==> config.mk <==
export PLATFORM = sky130hd
export DESIGN_NAME = paf_cordic
export DESIGN_NICKNAME = d
export VERILOG_FILES = /design/src/hw/rtl/paf_pkg.sv /design/src/hw/rtl/paf_cordic.sv
export SDC_FILE = /design/constraint.sdc
export NUM_CORES = 1
export LEC_CHECK = 0
export BUFFER_PORTS_ARGS = -buffer_cell sky130_fd_sc_hd__clkbuf_2
export CORE_ASPECT_RATIO = 2
export CORE_UTILIZATION = 45
export CTS_CLUSTER_SIZE = 28
export DETAILED_ROUTE_END_ITERATION = 6
export PLACE_DENSITY_LB_ADDON = 0.3
export SYNTH_ARGS = -nofsm -noshare
export SYNTH_HDL_FRONTEND = slang
export SYNTH_SLANG_ARGS = --single-unit
==> constraint.sdc <==
create_clock -name i_clk -period 16.37 [get_ports i_clk]
set_clock_uncertainty 0.1 [all_clocks]
set_input_delay 4.0925 -clock i_clk [delete_from_list [all_inputs] [get_ports i_clk]]
set_output_delay 4.0925 -clock i_clk [all_outputs]
set_load 0.02 [all_outputs]
==> src/hw/rtl/paf_pkg.sv <==
`default_nettype none
// ----------------------------------------------------------------------------
// paf_pkg: shared types and constants of the planar array factor block
// Field widths, fixed-point constants, CORDIC arctangent table and sequencer
// states.
// ----------------------------------------------------------------------------
package paf_pkg;

    localparam int MAX_COLUMNS_DEF = 16;
    localparam int MAX_ROWS_DEF    = 32;

    localparam int ANG_W   = 16;   // Q3.13 angle
    localparam int PITCH_W = 16;   // Q8.8 length
    localparam int OUT_W   = 16;   // Q1.15 result
    localparam int COLS_W  = 5;
    localparam int ROWS_W  = 6;
    localparam int TURN_W  = 32;   // Q0.32 turns
    localparam int CW      = 33;   // CORDIC datapath, Q2.30 plus guard
    localparam int MW      = 34;   // multiplier operand
    localparam int PW      = 2 * MW;
    localparam int DVW     = 50;   // divider dividend
    localparam int DSW     = 16;   // divider divisor
    localparam int SW      = DVW;  // grid sum accumulators
    localparam int CFG_IDX_W  = 3;
    localparam int CFG_DATA_W = 16;
    localparam int STEPS   = 16;
    localparam int STEP_W  = 4;
    localparam int Q30     = 30;
    localparam int OUT_SH  = 45;

    localparam logic [COLS_W-1:0]  COLS_RST  = 5'd8;
    localparam logic [ROWS_W-1:0]  ROWS_RST  = 6'd16;
    localparam logic [PITCH_W-1:0] CPITCH_RST = 16'd512;
    localparam logic [PITCH_W-1:0] RPITCH_RST = 16'd512;
    localparam logic [PITCH_W-1:0] WAVE_RST   = 16'd256;

    // 2^32 / (2*pi) scaled by 2^3 for Q3.13 in, 2^16 dropped after multiply
    localparam logic signed [MW-1:0] RAD_TO_TURNS = 34'sd5468522205;
    localparam logic signed [CW-1:0] CORDIC_GAIN  = 33'sd652032874;
    localparam logic signed [CW-1:0] QUARTER      = 33'sd1073741824;
    localparam logic signed [CW-1:0] HALF         = 33'sd2147483648;

    typedef enum logic [2:0] {
        CFG_COLS   = 3'd0,
        CFG_ROWS   = 3'd1,
        CFG_CPITCH = 3'd2,
        CFG_RPITCH = 3'd3,
        CFG_WAVE   = 3'd4
    } t_cfg_idx;

    typedef enum logic [4:0] {
        ST_IDLE,
        ST_MUL_AZ,
        ST_COR_AZ,
        ST_WAIT_AZ,
        ST_MUL_EL,
        ST_COR_EL,
        ST_WAIT_EL,
        ST_MUL_P,
        ST_MUL_HA,
        ST_DIV_HA,
        ST_WAIT_HA,
        ST_MUL_HB,
        ST_DIV_HB,
        ST_WAIT_HB,
        ST_MUL_CS,
        ST_MUL_RS,
        ST_INIT,
        ST_ELEM,
        ST_EWAIT,
        ST_MUL_N,
        ST_DIV_RE,
        ST_WAIT_RE,
        ST_DIV_IM,
        ST_WAIT_IM,
        ST_MUL_G,
        ST_MUL_OR,
        ST_MUL_OI,
        ST_OUT
    } t_state;

    // arctangent of 2^-i in Q0.32 turns
    function automatic logic [TURN_W-1:0] atan_turns(input logic [STEP_W-1:0] i);
        logic [TURN_W-1:0] v;
        unique case (i)
            4'd0:  v = 32'h20000000;
            4'd1:  v = 32'h12E4051E;
            4'd2:  v = 32'h09FB385B;
            4'd3:  v = 32'h051111D4;
            4'd4:  v = 32'h028B0D43;
            4'd5:  v = 32'h0145D7E1;
            4'd6:  v = 32'h00A2F61E;
            4'd7:  v = 32'h00517C55;
            4'd8:  v = 32'h0028BE53;
            4'd9:  v = 32'h00145F2F;
            4'd10: v = 32'h000A2F98;
            4'd11: v = 32'h000517CC;
            4'd12: v = 32'h00028BE6;
            4'd13: v = 32'h000145F3;
            4'd14: v = 32'h0000A2FA;
            default: v = 32'h0000517D;
        endcase
        return v;
    endfunction

    // round (add half of 2^45), floor shift, saturate to Q1.15
    function automatic logic signed [OUT_W-1:0] to_q15(input logic signed [PW-1:0] v);
        logic signed [PW-1:0]        t;
        logic signed [PW-OUT_SH-1:0] q;
        logic signed [OUT_W-1:0]     r;
        t = v + (PW'(1) <<< (OUT_SH - 1));
        q = t[PW-1:OUT_SH];
        if (q > (PW-OUT_SH)'(32767)) begin
            r = 16'sh7FFF;
        end else if (q < -(PW-OUT_SH)'(32768)) begin
            r = 16'sh8000;
        end else begin
            r = q[OUT_W-1:0];
        end
        return r;
    endfunction

endpackage
`default_nettype wire

==> src/hw/rtl/paf_cordic.sv <==
`default_nettype none
// ----------------------------------------------------------------------------
// paf_cordic: iterative rotation CORDIC
// Turns in Q0.32 to cosine and sine in Q2.30, one rotation per cycle.
// ----------------------------------------------------------------------------
module paf_cordic (
    input  wire logic                             i_clk,
    input  wire logic                             i_rst_n,
    input  wire logic                             i_start,
    input  wire logic [paf_pkg::TURN_W-1:0]       i_turns,
    output logic                                  o_done,
    output logic signed [paf_pkg::CW-1:0]         o_cos,
    output logic signed [paf_pkg::CW-1:0]         o_sin
);

    logic signed [paf_pkg::CW-1:0] r_x, r_y, r_z;
    logic signed [paf_pkg::CW-1:0] w_z0, w_xs, w_ys, w_at;
    logic [paf_pkg::STEP_W-1:0]    r_i;
    logic                          r_busy, r_neg, w_neg0;

    // fold into the right half plane, negate at the end
    always_comb begin
        w_z0   = paf_pkg::CW'($signed(i_turns));
        w_neg0 = 1'b0;
        if (w_z0 > paf_pkg::QUARTER) begin
            w_z0   = w_z0 - paf_pkg::HALF;
            w_neg0 = 1'b1;
        end else if (w_z0 < -paf_pkg::QUARTER) begin
            w_z0   = w_z0 + paf_pkg::HALF;
            w_neg0 = 1'b1;
        end
    end

    assign w_xs = r_x >>> r_i;
    assign w_ys = r_y >>> r_i;
    assign w_at = $signed(paf_pkg::CW'(paf_pkg::atan_turns(r_i)));

    always_ff @(posedge i_clk) begin
        if (!i_rst_n) begin
            r_busy <= 1'b0;
            o_done <= 1'b0;
            r_i    <= '0;
        end else begin
            o_done <= 1'b0;
            if (i_start) begin
                r_busy <= 1'b1;
                r_i    <= '0;
            end else if (r_busy) begin
                r_i <= r_i + 1'b1;
                if (r_i == paf_pkg::STEP_W'(paf_pkg::STEPS - 1)) begin
                    r_busy <= 1'b0;
                    o_done <= 1'b1;
                end
            end
        end
    end

    always_ff @(posedge i_clk) begin
        if (i_start) begin
            r_x   <= paf_pkg::CORDIC_GAIN;
            r_y   <= '0;
            r_z   <= w_z0;
            r_neg <= w_neg0;
        end else if (r_busy) begin
            if (r_z >= 0) begin
                r_x <= r_x - w_ys;
                r_y <= r_y + w_xs;
                r_z <= r_z - w_at;
            end else begin
                r_x <= r_x + w_ys;
                r_y <= r_y - w_xs;
                r_z <= r_z + w_at;
            end
        end
    end

    assign o_cos = r_neg ? -r_x : r_x;
    assign o_sin = r_neg ? -r_y : r_y;

endmodule
`default_nettype wire

==> impl_results.md <==
- Status: finished clean
- Core area: 37900 um2
- DP Wirelength: 46200 um
- Worst-path clk slew: 0.07 ns
- Post-CTS Setup Inserts: 0
- Final setup TNS: 0 ns
- Remaining antenna violation count: 0
- Final cell count without fillers: 2632
- Setup violations, final: 0
- Number of flops mapped to enable cells by yosys: 34
- Max-slew headroom: 15.9%
- Final nets: 2304
- Synth cell types: 99
- Row Count: 101
- Initial drt markers: 1288
- Initial antenna violation count: 0
- Synth area leaders: dfxtp_1 (12%), ha_1 (8.0%), xnor2_1 (7.1%)
- Fill cell count: 3740
- Final Max Slew Viols: 0
- Pre-CTS WS: 8.84 ns
- Clock Latency Late Sink: 0.47 ns
- Cell taking the most area after synthesis: dfxtp_1
- Crit start category: flip-flop
- Initial Utilization: 45.7%
- RSZ-0062 raised after global routing: no
- Sequential area share after synthesis: 17.7%
- Maximum VDD drop: 142 uV
- Placed Cells: 2600
- Inserted Clock Buffers: 17
- PnR worst setup slack: 8.35 ns
- Ys Warns: 0
- Max_cap viols: 0
- Post-CTS Hold Buffers: 0
- Routed length per instance: 23.4 um
- Gp weighted congestion: 1.01
- PortBufs: 101
- Post-route clock period utilization: 49.0%
- Total routed wirelength: 61700 um
- N_diodes: 0
- Maximum fanout along the worst path: 14
- Mapped Cells: 2171
- First drt pass iteration count: 6
- Hold Violations, Final: 0
- Area Overhead vs Synth: 6.39%
- Hold/Removal Path Class: reg -> reg
- DRC viols: 0
- DR vias/cell: 6.48
- CTS tree: done
- First-pass GRT wire length: 94800 um
- CP required: 12.18 ns
- Final Critical Period: 8.02 ns
- #FFs+latches synth: 136
- Proportion of layout cells with a drive suffix above 1: 13.5%
- Die area: 39300 um2
- Syn Nets: 2319
- Post-synth ARST share: 0%
- Gr usage total: 31.5%
- Pwr Density: 233 nW/um2
- Post-CTS sizing: 0
- Clock Path Buffers: 2
- Worst Tran Pin Value: 1.26 ns
- Post-synth top area share: 11.8%
- Vias in the first global route: 17300
- Root Buffer: clkbuf_16
- Io pins: 102
- Leakage dissipation: 7.56 nW
- Synthesized area per cell: 7.97 um2
- Die X-Extent: 141 um
- Final hold slack: 0.440 ns
- Die Height: 279 um
- Vias: 17100
- CTS HTree Levels: 4
- Crit path kind: reg -> out
- Synthesized cell area: 17300 um2
- Crit end category: output port
- # clock sinks: 136
- GR Overflow Total: 0
- Largest net degree at the start of global routing: 78
- CP Data Arrival Time: 3.82 ns
- Fmax: 0.125 GHz
- Synth Flop Type: dfxtp_1
-- through the flow --
step	total power, mW	instance area [um2]	util [%]
after floorplan	3.07	17300	-
after global routing	4.61	18400	48.6
final	4.28	18400	48.6
after global placement	3.77	17900	47.1
after CTS	4.23	18400	48.6
after detailed placement	3.83	17900	47.1
-- report_power, final --
part           switching [mW]  total (mW)  internal (mW)  leakage [nW]
sequential              0.242       0.707          0.465          1.18
combinational            1.84        3.20           1.35          6.11
clock                   0.181       0.381          0.201         0.264
total                    2.27        4.28           2.02          7.56
-- cells in the mapped netlist (all sizes together) (18+ instances only) --
cell    instances
or3            20
nand2b         28
nor2b          31
a31oi          23
a21oi         148
nor3           34
o21a           18
xnor2         140
mux2           41
o41ai          19
ha            110
nand3          34
o21ai         170
a21o           63
nor2          163
dfxtp         102
mux4           54
o31ai          44
xor2           98
and3           19
edfxtp         34
inv            48
mux2i          92
clkbuf        105
buf            54
nand2         240
-- final cells by class --
class,instances,area (um2),share of cell area (%)
multi-input cells,1826,13300,72.5
flip-flops and latches,136,3070,16.7
repair buffers,125,688,3.74
well taps,463,579,3.15
clock inverters,11,90.1,0.489
clock buffers,21,450,2.45
inverters,50,188,1.02
-- layer usage --
layer / part of all wire (%) / GRT usage (%)
met5: 0 / 0
met4: 9.8 / 29.1
met3: 6.0 / 5.54
met2: 52 / 58.2
met1: 32 / 28.9
-- registers in the layout, summed over array words and instances (netlist names) --
| register | cells |
|---|---|
| r_busy | 1 |
| r_neg | 1 |
| w_at | 30 |
| r_z | 33 |
| o_done | 1 |
| r_i | 4 |
| r_y | 33 |
| r_x | 33 |
-- final timing paths --
| check | slack [ns] | endpoint | start | cells past startpoint |
|---|---|---|---|---|
| setup reg to reg | 9.04 | r_x[32] | r_i[1] | 18 |
| setup / recovery | 8.35 | o_cos[32] | r_x[9] | 10 |
| hold / removal | 0.44 | r_x[0] | r_x[0] | 2 |
| hold reg to reg | 0.44 | r_x[0] | r_x[0] | 2 |
-- cells in the final DEF (no fill, tap or decap), types with 31 or more instances in the layout --
cell / instances
nand2_1: 239
o21ai_0: 165
nor2_1: 162
a21oi_1: 147
xnor2_1: 140
ha_1: 110
clkbuf_2: 100
xor2_1: 98
dfxtp_1: 97
mux2i_1: 91
a21o_1: 63
mux4_2: 53
inv_1: 46
o31ai_1: 44
mux2_2: 34
nand3_1: 34
edfxtp_1: 34
nor3_1: 32
nor2b_1: 31
-- critical path, stage by stage (launching register included) --
cell	delay (ns)
dfxtp_1	0.47
or4_1	0.61
or3_1	0.44
or3_1	0.39
or2_2	0.33
nor4_1	0.18
nand2_1	0.20
o21ai_0	0.31
nand2_1	0.12
xnor2_1	0.15
clkbuf_2	0.18
-- logic make-up after synthesis --
family	Yosys count	synth area share, %
compound gates	629	23.6
mux	187	15.1
flops	136	17.7
buf+inv	209	5.21
simple gates	659	18.1
fa+ha+maj	113	8.30
xor+xnor	238	12.0
Power figures use the tool's default switching activity.
