<file path="config.mk">
export PLATFORM = sky130hd
export DESIGN_NAME = paf_div
export DESIGN_NICKNAME = d
export VERILOG_FILES = /design/src/hw/rtl/paf_pkg.sv /design/src/hw/rtl/paf_div.sv
export SDC_FILE = /design/constraint.sdc
export NUM_CORES = 1
export LEC_CHECK = 0
export BUFFER_PORTS_ARGS = -buffer_cell sky130_fd_sc_hd__buf_2
export CAP_MARGIN = 30
export CORE_MARGIN = 8
export CORE_UTILIZATION = 45
export CTS_CLUSTER_SIZE = 8
export DETAILED_ROUTE_END_ITERATION = 8
export PLACE_DENSITY = 0.79
export SYNTH_ARGS = -nofsm -noshare
export SYNTH_HDL_FRONTEND = slang
export SYNTH_SLANG_ARGS = --single-unit
</file>
<file path="constraint.sdc">
create_clock -name i_clk -period 4.2 [get_ports i_clk]
set_clock_uncertainty 0.1 [all_clocks]
set_input_delay 0.42 -clock i_clk [delete_from_list [all_inputs] [get_ports i_clk]]
set_output_delay 0.42 -clock i_clk [all_outputs]
set_load 0.005 [all_outputs]
</file>
<file path="src/hw/rtl/paf_pkg.sv">
`default_nettype none
// ----------------------------------------------------------------------------
// paf_pkg: shared types and constants of the planar array factor block
// Field widths, fixed-point constants, CORDIC arctangent table and sequencer
// states.
// ----------------------------------------------------------------------------
package paf_pkg;

    localparam int MAX_COLUMNS_DEF = 16;
    localparam int MAX_ROWS_DEF    = 32;

    localparam int ANG_W   = 16;   // Q3.13 angle
    localparam int PITCH_W = 16;   // Q8.8 length
    localparam int OUT_W   = 16;   // Q1.15 result
    localparam int COLS_W  = 5;
    localparam int ROWS_W  = 6;
    localparam int TURN_W  = 32;   // Q0.32 turns
    localparam int CW      = 33;   // CORDIC datapath, Q2.30 plus guard
    localparam int MW      = 34;   // multiplier operand
    localparam int PW      = 2 * MW;
    localparam int DVW     = 50;   // divider dividend
    localparam int DSW     = 16;   // divider divisor
    localparam int SW      = DVW;  // grid sum accumulators
    localparam int CFG_IDX_W  = 3;
    localparam int CFG_DATA_W = 16;
    localparam int STEPS   = 16;
    localparam int STEP_W  = 4;
    localparam int Q30     = 30;
    localparam int OUT_SH  = 45;

    localparam logic [COLS_W-1:0]  COLS_RST  = 5'd8;
    localparam logic [ROWS_W-1:0]  ROWS_RST  = 6'd16;
    localparam logic [PITCH_W-1:0] CPITCH_RST = 16'd512;
    localparam logic [PITCH_W-1:0] RPITCH_RST = 16'd512;
    localparam logic [PITCH_W-1:0] WAVE_RST   = 16'd256;

    // 2^32 / (2*pi) scaled by 2^3 for Q3.13 in, 2^16 dropped after multiply
    localparam logic signed [MW-1:0] RAD_TO_TURNS = 34'sd5468522205;
    localparam logic signed [CW-1:0] CORDIC_GAIN  = 33'sd652032874;
    localparam logic signed [CW-1:0] QUARTER      = 33'sd1073741824;
    localparam logic signed [CW-1:0] HALF         = 33'sd2147483648;

    typedef enum logic [2:0] {
        CFG_COLS   = 3'd0,
        CFG_ROWS   = 3'd1,
        CFG_CPITCH = 3'd2,
        CFG_RPITCH = 3'd3,
        CFG_WAVE   = 3'd4
    } t_cfg_idx;

    typedef enum logic [4:0] {
        ST_IDLE,
        ST_MUL_AZ,
        ST_COR_AZ,
        ST_WAIT_AZ,
        ST_MUL_EL,
        ST_COR_EL,
        ST_WAIT_EL,
        ST_MUL_P,
        ST_MUL_HA,
        ST_DIV_HA,
        ST_WAIT_HA,
        ST_MUL_HB,
        ST_DIV_HB,
        ST_WAIT_HB,
        ST_MUL_CS,
        ST_MUL_RS,
        ST_INIT,
        ST_ELEM,
        ST_EWAIT,
        ST_MUL_N,
        ST_DIV_RE,
        ST_WAIT_RE,
        ST_DIV_IM,
        ST_WAIT_IM,
        ST_MUL_G,
        ST_MUL_OR,
        ST_MUL_OI,
        ST_OUT
    } t_state;

    // arctangent of 2^-i in Q0.32 turns
    function automatic logic [TURN_W-1:0] atan_turns(input logic [STEP_W-1:0] i);
        logic [TURN_W-1:0] v;
        unique case (i)
            4'd0:  v = 32'h20000000;
            4'd1:  v = 32'h12E4051E;
            4'd2:  v = 32'h09FB385B;
            4'd3:  v = 32'h051111D4;
            4'd4:  v = 32'h028B0D43;
            4'd5:  v = 32'h0145D7E1;
            4'd6:  v = 32'h00A2F61E;
            4'd7:  v = 32'h00517C55;
            4'd8:  v = 32'h0028BE53;
            4'd9:  v = 32'h00145F2F;
            4'd10: v = 32'h000A2F98;
            4'd11: v = 32'h000517CC;
            4'd12: v = 32'h00028BE6;
            4'd13: v = 32'h000145F3;
            4'd14: v = 32'h0000A2FA;
            default: v = 32'h0000517D;
        endcase
        return v;
    endfunction

    // round (add half of 2^45), floor shift, saturate to Q1.15
    function automatic logic signed [OUT_W-1:0] to_q15(input logic signed [PW-1:0] v);
        logic signed [PW-1:0]        t;
        logic signed [PW-OUT_SH-1:0] q;
        logic signed [OUT_W-1:0]     r;
        t = v + (PW'(1) <<< (OUT_SH - 1));
        q = t[PW-1:OUT_SH];
        if (q > (PW-OUT_SH)'(32767)) begin
            r = 16'sh7FFF;
        end else if (q < -(PW-OUT_SH)'(32768)) begin
            r = 16'sh8000;
        end else begin
            r = q[OUT_W-1:0];
        end
        return r;
    endfunction

endpackage
`default_nettype wire

</file>
<file path="src/hw/rtl/paf_div.sv">
`default_nettype none
// ----------------------------------------------------------------------------
// paf_div: bit-serial divider
// Signed dividend by unsigned nonzero divisor, quotient truncated toward zero.
// ----------------------------------------------------------------------------
module paf_div (
    input  wire logic                              i_clk,
    input  wire logic                              i_rst_n,
    input  wire logic                              i_start,
    input  wire logic signed [paf_pkg::DVW-1:0]    i_dividend,
    input  wire logic [paf_pkg::DSW-1:0]           i_divisor,
    output logic                                   o_done,
    output logic signed [paf_pkg::DVW-1:0]         o_quotient
);

    localparam int CNT_W = $clog2(paf_pkg::DVW + 1);

    logic [paf_pkg::DVW-1:0] r_q;
    logic [paf_pkg::DSW-1:0] r_rem, r_dsr;
    logic [paf_pkg::DSW:0]   w_sh, w_diff;
    logic [CNT_W-1:0]        r_cnt;
    logic                    r_busy, r_neg, w_bit;

    assign w_sh   = {r_rem, r_q[paf_pkg::DVW-1]};
    assign w_diff = w_sh - {1'b0, r_dsr};
    assign w_bit  = (w_sh >= {1'b0, r_dsr});

    always_ff @(posedge i_clk) begin
        if (!i_rst_n) begin
            r_busy <= 1'b0;
            o_done <= 1'b0;
            r_cnt  <= '0;
        end else begin
            o_done <= 1'b0;
            if (i_start) begin
                r_busy <= 1'b1;
                r_cnt  <= '0;
            end else if (r_busy) begin
                r_cnt <= r_cnt + 1'b1;
                if (r_cnt == CNT_W'(paf_pkg::DVW - 1)) begin
                    r_busy <= 1'b0;
                    o_done <= 1'b1;
                end
            end
        end
    end

    always_ff @(posedge i_clk) begin
        if (i_start) begin
            r_q   <= i_dividend[paf_pkg::DVW-1] ? -i_dividend : i_dividend;
            r_neg <= i_dividend[paf_pkg::DVW-1];
            r_rem <= '0;
            r_dsr <= i_divisor;
        end else if (r_busy) begin
            r_rem <= w_bit ? w_diff[paf_pkg::DSW-1:0] : w_sh[paf_pkg::DSW-1:0];
            r_q   <= {r_q[paf_pkg::DVW-2:0], w_bit};
        end
    end

    assign o_quotient = r_neg ? -$signed(r_q) : $signed(r_q);

endmodule
`default_nettype wire

</file>
==> impl_summary.txt <==
----------------------------------------------------
[Outcome]
  Outcome ... completed

[Power]
  Design Power ... 0.00257 W
  Leakage Power ... 2.89 nW
  Power per cell area ... 344 mW/mm^2
  Largest voltage drop on the vdd net ... 0.247 mV

[Floorplan]
  X dimension of the die ... 135 um
  Height of the die ... 135 um
  FP Rows ... 43
  Effective utilization at floorplan ... 46.1%
  Ports ... 120
  Placeable core region ... 0.0139 mm^2
  Floorplan die area ... 0.0183 mm^2

[Timing]
  Final Critical Period ... 4.10 ns
  Setup TNS ... 0 ns
  Share of the clock period used by the worst path ... 97.5%
  Final hold violations ... 0
  Slew at the pin with the worst max-slew slack ... 0.827 ns
  Max Clk Rate ... 244 MHz
  Total of endpoints with negative setup slack in the final report ... 0
  Unrepaired setup endpoints after global routing ... false
  Slew Viols, Final ... 0
  Relative max-transition margin ... 44.9%
  Worst hold slack ... 0.144 ns

[Min path]
  Class of the worst hold path ... input port to register
  Hold path startpoint ... i_divisor[11]

[Worst setup path]
  Critical Path Fanout Max ... 4
  Kind of launch point of the worst setup path ... register
  Required time of the critical path ... 3.68 ns
  Register-to-register setup slack ... 0.97 ns
  Timing startpoint of the critical path ... r_q[37]$_DFFE_PP_
  Critical path type ... register to primary output
  Element type at the critical path end ... primary output
  Cell with the biggest individual delay on the critical path ... sky130_fd_sc_hd__or4_4
  Reg-to-Reg Start ... r_dsr[3]$_DFFE_PP_
  Worst path arrival time ... 3.58 ns
  Largest incremental delay on the critical path ... 0.56 ns
  Cell type group with the largest total delay on the critical path ... simple AND/OR/NAND/NOR gates
  Total buffers and inverters traversed by the critical path ... 1
  Worst path cell trace ... or4_4 > or3_4 > or4_4 > or2_4 > or4_4 > o41ai_2 > xnor2_1 > buf_2
  Crit-path most repeated cell ... sky130_fd_sc_hd__or4_4

[Layout]
  Filler cell count ... 1292
  Post-route non-filler standard cell count ... 1003
  NumNets Final ... 908
  Area growth from synthesis to layout ... 16.7%
  Final antenna diode count ... 0
  Post-route core utilization ... 53.8%
  Fraction of layout cells with a size suffix above 1 ... 18.8%

[Global route]
  Grt ovf ... 0
  First-pass GRT wire length ... 25400 um
  Maximum number of pins on one net before global-route repair ... 72
  Aggregate global-route resource usage ... 17.1%
  Initial antenna violation count ... 0
  Number of global-route vias before repair ... 5216

[Logic synthesis]
  FFs w/ async S/R, synth ... 0%
  YS warnings ... 0
  Flops & latches, synth ... 91
  Sequential fraction of the synthesis area ... 38.9%
  Synth Instances ... 716
  EDFF count, synth ... 67
  Post-Synthesis Mean Instance Area ... 8.94 um^2
  Distinct cell type count of the synthesized netlist ... 61
  Syn nets ... 806
  Netlist area before placement ... 0.00640 mm^2
  Primary flip-flop cell chosen by synthesis mapping ... sky130_fd_sc_hd__edfxtp_1

[Clocking]
  Clock slew seen by the registers of the worst setup and hold paths ... 0.06 ns
  Clock tree from TritonCTS ... done
  Clock insertion delay at the later pin of the skew report ... 0.35 ns
  H-tree level count ... 3
  Resized Gates After CTS ... 0
  Longest Clk Path Bufs ... 2
  Total setup buffers inserted after CTS ... 0
  Number of clock buffers inserted by TritonCTS ... 9
  Number of hold buffers added after cts ... 0
  Clock sink count ... 91
  CTS root buf ... sky130_fd_sc_hd__clkbuf_16

[Place]
  Weighted congestion at the end of routability-driven global placement ... 0.851
  Count of buffers inserted at the top-level ports ... 119
  Placed Cells ... 987
  Detailed-placement wirelength estimate ... 11800 um

[Drt]
  Final wirelength ... 16000 um
  Via total after detailed routing ... 5647
  WL per Instance ... 15.9 um
  Count of nets left with antenna violations after detail routing ... 0
  DR pass1 iterations ... 5
  Drt first-iter violations ... 534
  # DRC ... 0
  Average vias per placed instance ... 5.63

[Job]
  # Max-Cap Violations ... 0

----------------------------------------------------
per-stage QoR:
stage                     instance area, um^2  worst slack [ns]
after global placement                   7130             0.544
after global routing                     7470            0.0175
after detailed placement                 7150             0.506
final                                    7470             0.104
after CTS                                7470             0.122
after floorplan                          6400             0.831
cell families after synthesis:
| group | after synthesis | share of synthesized area [%] |
|---|---|---|
| adders and majority gates | 21 | 4.22 |
| xor gates and xnor gates | 107 | 14.6 |
| and+or+nand+nor | 237 | 18.2 |
| buffers and inverters | 63 | 3.75 |
| muxes | 7 | 1.11 |
| DFF | 91 | 38.9 |
| AOI/OAI and AO/OA | 190 | 19.1 |
cells in the mapped netlist (9+ instances only):
cell type / instances / area share (%)
sky130_fd_sc_hd__nor2_1: 86 / 5.0
sky130_fd_sc_hd__inv_1: 29 / 1.7
sky130_fd_sc_hd__a21oi_1: 58 / 4.5
sky130_fd_sc_hd__dfxtp_1: 24 / 7.5
sky130_fd_sc_hd__nor4_1: 9 / 0.88
sky130_fd_sc_hd__or4_1: 11 / 1.3
sky130_fd_sc_hd__o31ai_1: 32 / 3.8
sky130_fd_sc_hd__xor2_1: 50 / 6.8
sky130_fd_sc_hd__xnor2_1: 57 / 7.8
sky130_fd_sc_hd__nand3_1: 11 / 0.86
sky130_fd_sc_hd__nand2_1: 52 / 3.0
sky130_fd_sc_hd__nor3_1: 13 / 1.0
sky130_fd_sc_hd__ha_1: 20 / 3.9
sky130_fd_sc_hd__o21ai_0: 44 / 3.4
sky130_fd_sc_hd__o41ai_1: 15 / 2.1
sky130_fd_sc_hd__edfxtp_1: 67 / 31
sky130_fd_sc_hd__a211oi_1: 9 / 1.1
sky130_fd_sc_hd__clkbuf_1: 32 / 1.9
sky130_fd_sc_hd__or3_1: 11 / 1.1
area by class of cell:
class | count | area [um^2] | area share (%)
clock buffers | 12 | 289 | 3.87
clock inverters | 4 | 27.5 | 0.369
inverters | 29 | 109 | 1.46
multi-input cells | 562 | 3670 | 49.1
flip-flops and latches | 91 | 2490 | 33.4
well taps | 180 | 225 | 3.02
repair buffers | 125 | 656 | 8.78
registers in the layout, summed over array words and instances, names as in the netlist:
name,flops
r_cnt,6
o_done,1
r_neg,1
r_rem,16
r_busy,1
r_q,50
r_dsr,16
final timing paths:
check / endpoint / depth (start not counted)
setup / recovery: o_quotient[49] / 8
hold / removal: r_dsr[11]$_DFFE_PP_ / 1
setup reg to reg: r_rem[4]$_SDFFE_PP0P_ / 10
hold reg to reg: r_rem[15]$_SDFFE_PP0P_ / 2
placed cells by master, fill, tap and decap left out, types with 13 or more instances in the layout:
cell and count:
sky130_fd_sc_hd__a21oi_1 58, sky130_fd_sc_hd__buf_2 118, sky130_fd_sc_hd__dfxtp_1 24, sky130_fd_sc_hd__edfxtp_1 67, sky130_fd_sc_hd__ha_1 20, sky130_fd_sc_hd__inv_1 28, sky130_fd_sc_hd__nand2_1 52, sky130_fd_sc_hd__nor2_1 86
sky130_fd_sc_hd__nor3_1 13, sky130_fd_sc_hd__o21ai_0 44, sky130_fd_sc_hd__o31ai_1 32, sky130_fd_sc_hd__o41ai_1 15, sky130_fd_sc_hd__xnor2_1 57, sky130_fd_sc_hd__xor2_1 50
layer usage:
layer / vias up / routed length, um / global-route usage, %
met5: - / 0 / 0
met4: 0 / 435 / 8.08
met3: 30 / 1110 / 3.23
met2: 196 / 7380 / 27.3
met1: 2603 / 7030 / 21.8
li1: 2818 / - / -
where the power goes:
| group | switching (W) | internal, W |
|---|---|---|
| clock network | 0.000344 | 0.000490 |
| logic | 0.000316 | 0.000270 |
| registers | 0.0000848 | 0.00106 |
Note: power is estimated with default switching activity, not from simulation.
